File: config.mk
export PLATFORM = sky130hd
export DESIGN_NAME = efsa_front
export DESIGN_NICKNAME = d
export VERILOG_FILES = /design/src/rtl/efsa_pkg.sv /design/src/rtl/efsa_front.sv
export SDC_FILE = /design/constraint.sdc
export NUM_CORES = 1
export LEC_CHECK = 0
export ABC_CLOCK_PERIOD_IN_PS = 4800
export BUFFER_PORTS_ARGS = -buffer_cell sky130_fd_sc_hd__buf_2
export CORE_ASPECT_RATIO = 1.5
export CORE_MARGIN = 5
export CORE_UTILIZATION = 52
export DETAILED_ROUTE_END_ITERATION = 12
export PLACE_DENSITY_LB_ADDON = 0.2
export SLEW_MARGIN = 20
export SYNTH_ARGS = -nofsm -noshare
export SYNTH_HDL_FRONTEND = slang
export SYNTH_SLANG_ARGS = --single-unit
File: constraint.sdc
create_clock -name clk_i -period 4.8 [get_ports clk_i]
set_clock_uncertainty 0.2 [all_clocks]
set_input_delay 0.48 -clock clk_i [delete_from_list [all_inputs] [get_ports clk_i]]
set_output_delay 0.48 -clock clk_i [all_outputs]
set_load 0.005 [all_outputs]
File: src/rtl/efsa_pkg.sv
// ----------------------------------------------------------------------------
// efsa_pkg
// shared types and constants of the eased fade/scale animator
// ----------------------------------------------------------------------------
`timescale 1ns / 1ps

package efsa_pkg;

  // action codes on the input stream
  localparam logic [1:0] ACT_OPEN  = 2'd0;
  localparam logic [1:0] ACT_CLOSE = 2'd1;
  localparam logic [1:0] ACT_TICK  = 2'd2;

  typedef enum logic [1:0] {
    CMD_OPEN  = 2'd0,
    CMD_CLOSE = 2'd1,
    CMD_TICK  = 2'd2
  } cmd_kind_e;

  // one classified word handed from front to back
  typedef struct packed {
    cmd_kind_e    kind;
    logic [15:0]  handle;
    logic [31:0]  time_ms;
  } cmd_t;

  // one finished result word
  typedef struct packed {
    logic [15:0] out_handle;
    logic [14:0] alpha;
    logic [14:0] scale;
    logic        done_res;
    logic        last;
  } result_t;

  localparam logic [15:0] ONE_Q14         = 16'd16384;
  localparam logic [14:0] OPEN_SCALE_FROM = 15'd13926;
  localparam logic [11:0] OPEN_SCALE_SPAN = 12'd2458;
  localparam logic [11:0] CLOSE_SCALE_SPAN = 12'd1966;
  localparam logic [14:0] CLOSE_SCALE_END = 15'd14418;

endpackage

File: src/rtl/efsa_front.sv
// ----------------------------------------------------------------------------
// efsa_front
// accepts input words, drops unknown actions and queues commands
// ----------------------------------------------------------------------------
`timescale 1ns / 1ps

module efsa_front import efsa_pkg::*; (
  input  logic        clk_i,
  input  logic        rst_ni,
  input  logic        in_valid_i,
  output logic        in_ready_o,
  input  logic [1:0]  in_action_i,
  input  logic [15:0] in_handle_i,
  input  logic [31:0] in_time_i,
  output logic        cmd_valid_o,
  input  logic        cmd_ready_i,
  output cmd_t        cmd_o
);

  cmd_t       fifo_q [2];
  logic       wr_ptr_q, wr_ptr_d;
  logic       rd_ptr_q, rd_ptr_d;
  logic [1:0] fill_q, fill_d;
  logic       push, pop;
  cmd_t       cmd_new;

  assign in_ready_o  = (fill_q != 2'd2);
  assign cmd_valid_o = (fill_q != 2'd0);
  assign cmd_o       = fifo_q[rd_ptr_q];
  assign pop         = cmd_valid_o && cmd_ready_i;

  always_comb begin
    cmd_new.handle  = in_handle_i;
    cmd_new.time_ms = in_time_i;
    push            = in_valid_i && in_ready_o;
    unique case (in_action_i)
      ACT_OPEN:  cmd_new.kind = CMD_OPEN;
      ACT_CLOSE: cmd_new.kind = CMD_CLOSE;
      ACT_TICK:  cmd_new.kind = CMD_TICK;
      default: begin
        // unknown action: taken and dropped
        cmd_new.kind = CMD_TICK;
        push         = 1'b0;
      end
    endcase
  end

  always_comb begin
    wr_ptr_d = push ? ~wr_ptr_q : wr_ptr_q;
    rd_ptr_d = pop ? ~rd_ptr_q : rd_ptr_q;
    fill_d   = fill_q + {1'b0, push} - {1'b0, pop};
  end

  always_ff @(posedge clk_i or negedge rst_ni) begin
    if (!rst_ni) begin
      wr_ptr_q <= 1'b0;
      rd_ptr_q <= 1'b0;
      fill_q   <= 2'd0;
    end else begin
      wr_ptr_q <= wr_ptr_d;
      rd_ptr_q <= rd_ptr_d;
      fill_q   <= fill_d;
    end
  end

  always_ff @(posedge clk_i) begin
    if (push) begin
      fifo_q[wr_ptr_q] <= cmd_new;
    end
  end

endmodule

==> Word level (Yosys, flattened, before mapping) <==
Memories as Yosys holds them, arrays and structs flattened.
Cells that the tools add are included.
W data, S select, Z words.
{ "classes": {"add_sub_neg": 2, "eq_ne": 3, "reduce_logical": 5, "bitwise_logic": 2, "muxes": 4} }
{ "op_table": {"columns": ["op", "count"], "rows": [
  ["$pmux W2 S2", 1],
  ["$mux W1", 3],
  ["$reduce_or A3 Y1", 1],
  ["$add A2 B1 Y2", 1],
  ["$eq A2 B1 Y1 const B", 1],
  ["$eq A2 B2 Y1 const B", 1],
  ["$logic_and A1 B1 Y1", 2],
  ["$logic_not A2 Y1", 1],
  ["$ne A2 B2 Y1 const B", 1],
  ["$not A1 Y1", 2],
  ["$reduce_bool A2 Y1", 1],
  ["$sub A2 B1 Y2", 1]
]} }
{ "word_totals": {"ff_bits": 4, "word_cells": 20, "memories": 1, "mem_bits_rw": 100, "in_bits": 54} }
{ "mem_list": {"columns": ["memory", "depth", "width", "rd", "rd_ports_with_merged_regs", "write_ports", "line_no", "rtl"], "rows": [
  ["fifo_q", 2, 50, 1, 0, 1, "efsa_front.sv:20", "cmd_t fifo_q [2];"]
]} }

==> Longest topological paths before layout <==
Gate-level depths: netlist (run 1).
{ "depth": {"depth_word": 5, "mapped_depth": 6, "depth_no_buf": 6} }

==> Least setup slack after synthesis (run 1) <==
Ideal clock, no wire load.
{ "synth_path": {"kind": "input -> register", "start": "input in_valid_i", "end": "memory fifo_q[0][0] in the netlist's numbering (enable)", "t_arrival_ns": 2.893, "n_path_buf": 0, "path_slack_ns": 1.250, "t_required_ns": 4.142, "setup_ns": 0.458, "cell_stages": 3, "cell_sequence": "a21boi_4 nand2_1 nor2_1"} }
{ "synth_between": {"elab_chain_cells": 4} }
{ "synth_rtl": {"columns": ["element", "line_no", "rtl"], "rows": [
  ["start: declaration", "efsa_front.sv:10", "input logic in_valid_i,"],
  ["$logic_and A1 B1 Y1", "efsa_front.sv:35", "push = in_valid_i && in_ready_o;"],
  ["$mux W1", "efsa_front.sv:36", "unique case (in_action_i)"],
  ["$mux W1", "efsa_front.sv:67", "if (push) begin"],
  ["$mux W1 (not written as such)", "efsa_front.sv:68", "fifo_q[wr_ptr_q] <= cmd_new;"],
  ["end: declaration", "efsa_front.sv:20", null]
]} }
No other way between the ends.

==> impl_metrics.py, run 1 <==
metrics = {
    "outcome": {
        "outcome": "finished clean",
    },
    "timing": {
        "timing.fmax_mhz": 402,
        "setup_violations": 0,
        "relSlewSlack": 0.540,
        "setup_ws_ns": 2.31,
        "period_share": 0.518,
        "min_period_ns": 2.49,
        "final.setup.tns_ns": 0,
        "worstMarginPinSlew_ns": 0.690,
        "drv_slew": 0,
        "hold_viol": 0,
        "rsz0062_at_grt": "false",
    },
    "global_routing": {
        "gr-total-overflow": 0,
        "grtUsageTotal": 0.151,
        "grt_max_degree": 52,
        "antenna_found_initial": 0,
        "grt_pass1_vias": 2128,
        "grt_pass1_wl_um": 10400,
    },
    "clocking": {
        "cts.repair.resized": 0,
        "numCtsBuffers": 9,
        "root_buffer": "clkbuf_8",
        "cts.sinks": 104,
        "cts_tree": "yes",
        "path_clk_slew_ns": 0.09,
        "clockBufferDepth": 2,
        "post_cts_buffers": 0,
        "htreeDepth": 3,
        "clock_latency_ns": 0.35,
        "hold_buffers": 1,
    },
    "critical_path": {
        "critical_path_class": "register to output port",
        "endpoint_kind": "output port",
        "worstPathMaxFanout": 51,
        "cp-start-kind": "register",
        "crit_required_ns": 4.12,
        "arrival_ns": 1.81,
    },
    "floorplan": {
        "die-area_um2": 9280,
        "die_y_um": 116,
        "initial_core_util": 0.534,
        "ioPinCount": 106,
        "die_w_um": 80.3,
        "core_area_um2": 7230,
        "std_cell_rows": 38,
    },
    "placed_design": {
        "io_buffer_count": 105,
        "finalWeightedCongestion": 0.679,
        "dp_hpwl_um": 4430,
        "dpl_cell_area_um2": 4500,
        "dp_slack_ns": 2.22,
    },
    "synthesis": {
        "ys.flop_type": "edfxtp_1",
        "syn_inst": 182,
        "synth_top_area_frac": 0.778,
        "synth_edf_count": 100,
        "synth_cell_types": 22,
        "async_flop_share": 0.0385,
        "yosys.cell_count.top_type": "edfxtp_1",
        "synth-seq-area-share": 0.804,
        "avgSynthCellArea_um2": 21.2,
        "ys_top_cells_by_area": "edfxtp_1 78%, mux2_2 15%, dfrtp_1 2.6%",
        "syn_area_um2": 3860,
        "synth_common_cells": "100 x edfxtp_1, 50 x mux2_2, 6 x buf_2",
        "yosys_warnings": 0,
        "synth_seq_cells": 104,
        "synth_top_cell_by_area": "edfxtp_1",
        "syn_nets": 237,
    },
    "detailed_routing": {
        "drc": 0,
        "wirelength_um": 6550,
        "wl_per_cell_um": 16.4,
        "vias": 1969,
        "antenna_left": 0,
        "firstDrtPassIters": 4,
        "viasPerCell": 4.93,
        "drtIter0Drc": 121,
    },
    "finish": {
        "insertedDiodeCount": 0,
        "multi_input_area_um2": 724,
        "nets": 349,
        "drive_gt1_frac": 0.602,
        "final_cell_area_um2": 4720,
        "synthToLayoutAreaGrowth_pct": 22.2,
        "fillers": 549,
        "ff_latch_area_um2": 3110,
    },
    "hold_path": {
        "hold_path_class": "primary input to register",
    },
    "job": {
        "drv_cap": 0,
    },
    "pwr": {
        "powerDensity_nw_per_um2": 530,
        "leakagePower_uw": 0.00177,
        "worst_ir_drop_vdd_mv": 0.386,
    },
}
-- placed cells by master, fill, tap and decap left out, drive strengths merged, types with 2 or more instances in the layout --
cell	n
dfrtp	4
clkinv	4
clkbuf	9
mux2	50
buf	107
nor2	2
edfxtp	100
a21oi	2
and2b	2
nand2	3
bufinv	2
xnor2	2
-- cells by family after synthesis --
family,synth area share
muxes,0.146
and+or+nand+nor,0.0182
xor gates and xnor gates,0.00681
adders and majority gates,0.00324
buffers and inverters,0.0104
DFF,0.804
AOI/OAI and AO/OA,0.0117
-- per-layer routing --
| layer | GRT usage | routed length (um) | share of wire |
|---|---|---|---|
| met5 | 0 | 0 | 0 |
| met4 | 0.0609 | 38 | 0.0058 |
| met3 | 0.0645 | 538 | 0.082 |
| met2 | 0.254 | 3430 | 0.52 |
| met1 | 0.168 | 2550 | 0.39 |
-- path summary, 6_finish.rpt --
check / end / slack [ns] / start / cells after the start
min in group asynchronous: fill_q[0] / 0.25 / rst_ni / 2
setup / recovery: cmd_o[30] / 2.31 / rd_ptr_q / 2
max in group asynchronous: rd_ptr_q / 4.00 / rst_ni / 2
hold reg to reg: wr_ptr_q / 0.36 / wr_ptr_q / 1
setup reg to reg: fifo_q[0][17] / 2.50 / fill_q[0] / 4
hold / removal: fifo_q[1][17] / 0.11 / in_time_i[17] / 1
-- worst max-delay path, cell delays in order, from the launching register on --
cell and delay [ns]:
dfrtp_4 0.89, mux2_2 0.42, buf_2 0.13
-- final cells by class --
class | instances | share of cell area
flip-flops and latches | 104 | 0.659
multi-input cells | 71 | 0.154
repair buffers | 108 | 0.117
well taps | 100 | 0.0265
clock buffers | 9 | 0.0263
clock inverters | 7 | 0.0183
-- registers in the layout, summed over array words and instances, names as in the netlist --
| signal | count |
|---|---|
| fifo_q | 100 |
| fill_q | 2 |
| rd_ptr_q | 1 |
| wr_ptr_q | 1 |
-- power by group --
| part | internal [uW] | switching [uW] |
|---|---|---|
| logic | 354 | 262 |
| registers | 1190 | 131 |
| clock network | 289 | 274 |
| total | 1830 | 667 |
-- per-stage QoR --
stage	util	power, uW	instances	hold slack [ns]
2_1_floorplan	-	1690	182	-0.0156
3_3_place_gp	0.622	1970	382	0.0974
3_5_place_dp	0.622	1980	382	0.0964
4_1_cts	0.653	2540	399	0.0887
5_1_grt	0.653	2640	399	0.0740
6_report	0.653	2500	399	0.107
(Power assumes the default switching activity.)
==> inputs of run 2 (changes only) <==
ABC_AREA = 1   (was unset)
ABC_CLOCK_PERIOD_IN_PS = 2300   (was 4800)
clock period = 2.3 ns   (was 4.8 ns; I/O delays follow)
==> impl_metrics.py, run 2 <==
metrics = {
    "outcome": {
        "outcome": "finished clean",
    },
    "floorplan": {
        "core_area_um2": 7270,
        "die-area_um2": 9400,
        "die_y_um": 116,
        "initial_core_util": 0.538,
        "die_w_um": 80.8,
        "ioPinCount": 106,
        "std_cell_rows": 38,
    },
    "timing": {
        "min_period_ns": 1.97,
        "whs_ns": 0.0319,
        "relSlewSlack": 0.650,
        "worstMarginPinSlew_ns": 0.526,
        "period_share": 0.855,
        "final.setup.tns_ns": 0,
        "timing.fmax_mhz": 509,
        "setup_violations": 0,
        "setup_ws_ns": 0.334,
        "hold_viol": 0,
        "rsz0062_at_grt": "false",
        "drv_slew": 0,
    },
    "detailed_routing": {
        "wirelength_um": 7780,
        "firstDrtPassIters": 4,
        "antenna_left": 0,
        "drtIter0Drc": 158,
        "drc": 0,
        "vias": 2589,
        "wl_per_cell_um": 13.8,
        "viasPerCell": 4.59,
    },
    "clocking": {
        "path_clk_slew_ns": 0.08,
        "cts_tree": "yes",
        "clockBufferDepth": 2,
        "htreeDepth": 3,
        "clock_latency_ns": 0.35,
        "cts.repair.resized": 0,
        "numCtsBuffers": 9,
        "cts.sinks": 104,
        "root_buffer": "clkbuf_8",
    },
    "synthesis": {
        "syn_inst": 298,
        "yosys.cell_count.top_type": "nand2_1",
        "ys_top_cells_by_area": "edfxtp_1 77%, nand2_1 15%, dfrtp_1 2.6%",
        "syn_area_um2": 3920,
        "synth_edf_count": 100,
        "synth-compound-area-share": 0.00128,
        "synth_seq_cells": 104,
        "synthSimpleGateAreaFrac": 0.172,
        "synth-seq-area-share": 0.793,
        "muxShareOfSynthArea": 0,
        "avgSynthCellArea_um2": 13.1,
        "synth_common_cells": "157 x nand2_1, 100 x edfxtp_1, 9 x inv_1",
        "synth_top_family_by_area": "simple AND/OR/NAND/NOR gates",
        "synth_top_cell_by_area": "edfxtp_1",
        "ys.flop_type": "edfxtp_1",
        "syn_nets": 353,
        "async_flop_share": 0.0385,
        "yosys_warnings": 0,
        "synth_cell_types": 18,
        "synth_top_area_frac": 0.767,
        "synth_xor_area_frac": 0.00224,
        "synthAdderAreaFrac": 0.00320,
    },
    "critical_path": {
        "timing.rr.start": "fill_q[1]",
        "cp-start-kind": "register",
        "crit_start": "rd_ptr_q",
        "regToRegEndpoint": "fill_q[1]",
        "critical_path_class": "register to output port",
        "reg2reg_depth": 11,
        "path_common_cell": "nand2_1",
        "arrival_ns": 1.54,
        "cpMaxStageDelayCell": "buf_4",
        "endpoint_kind": "output port",
        "path_cells": "buf_4 > nand2_1 > nand2_1 > buf_2",
        "worstPathMaxFanout": 50,
        "crit_required_ns": 1.87,
        "critical_path.max_stage_delay_ns": 0.45,
        "r2r_slack_ns": 0.59,
    },
    "finish": {
        "reg_top3": "fifo_q: 100 flops, fill_q: 2 flops",
        "ff_latch_area_um2": 3100,
        "final_cell_area_um2": 5290,
        "insertedDiodeCount": 0,
        "fillers": 505,
        "nets": 514,
        "drive_gt1_frac": 0.291,
        "layout_common_cells": "157 x nand2_1, 105 x buf_2, 100 x edfxtp_1",
        "largest_reg_flops": 100,
        "multi_input_area_um2": 706,
        "final_common_cell": "nand2_1",
        "synthToLayoutAreaGrowth_pct": 35.1,
        "final_util": 0.727,
        "regMostFlops": "fifo_q",
    },
    "global_routing": {
        "gr-total-overflow": 0,
        "antenna_found_initial": 0,
        "grt_pass1_vias": 2706,
        "grt_max_degree": 52,
        "grt_pass1_wl_um": 12200,
        "grtUsageTotal": 0.174,
    },
    "placed_design": {
        "dp_hpwl_um": 4890,
        "finalWeightedCongestion": 0.767,
        "dp_slack_ns": 0.615,
        "io_buffer_count": 105,
        "dpl_cell_area_um2": 4550,
    },
    "pwr": {
        "powerDensity_nw_per_um2": 1050,
        "leakagePower_uw": 0.00230,
        "worst_ir_drop_vdd_mv": 1.01,
    },
    "hold_path": {
        "min_to": "rd_ptr_q",
        "min_delay_path_depth": 3,
        "min_from": "cmd_ready_i",
        "hold_path_class": "primary input to register",
    },
    "job": {
        "drv_cap": 0,
    },
}
-- run 2: cell count changes after synthesis, sizes merged, moves of 4 or more --
cell and change:
inv +10, mux2 -50, nand2 +157, nor2 +4
buf +5
-- run 2: worst max-delay path, delay by kind of cell, from the launching register on --
family | cells | cell delay [ns]
buf+inv | 2 | 0.56
simple gates | 2 | 0.22
flops | 1 | 0.39
-- run 2: how the worst max path moves through the flow --
| stage | endpoint | slack (ns) | depth (start not counted) |
|---|---|---|---|
| 3_3_place_gp | fifo_q[0][26] | 0.67 | 5 |
| 3_5_place_dp | fifo_q[0][36] | 0.62 | 4 |
| 2_1_floorplan | fifo_q[1][0] | 0.27 | 3 |
| 6_report | cmd_o[25] | 0.33 | 4 |
| 5_1_grt | cmd_o[1] | 0.21 | 4 |
| 4_1_cts | cmd_o[43] | 0.31 | 4 |
-- run 2: metal layers --
metal / up-vias / GRT usage / routed length (um)
met4: 0 / 0.0688 / 154
met5: - / 0 / 0
met1: 1197 / 0.194 / 2930
met3: 14 / 0.0340 / 374
met2: 65 / 0.321 / 4330
li1: 1313 / - / -
-- run 2: cells by family (layout without fill, tap and decap cells) --
logic type	after synthesis	after routing
DFF	104	104
xor gates and xnor gates	1	1
AOI/OAI and AO/OA	1	1
and+or+nand+nor	169	169
buffers and inverters	22	188
adders and majority gates	1	1
-- run 2: timing repair --
item | CTS | global route
setup buffers | 0 | 0
endpoints found under the hold margin | 103 | 0
hold buffers | 52 | 0
-- run 2: layout make-up --
class | count | area share
sequential | 104 | 0.587
clock buffer | 10 | 0.0241
multi-input combinational | 172 | 0.133
clock inverter | 6 | 0.0170
tap | 100 | 0.0237
inverter | 10 | 0.00757
timing repair buffer | 162 | 0.207
-- run 2: metrics by stage --
stage,std cells,total power (uW)
after floorplan,298,3630
after detailed placement,496,4360
after CTS,564,5610
final,564,5550
after global routing,564,5920
after global placement,496,4320
-- run 2: report_power, final --
group	switching, uW	leakage (uW)	internal (uW)
Clock	587	0.000107	619
Combinational	1090	0.00122	679
Sequential	103	0.000967	2480
Total	1780	0.00230	3770
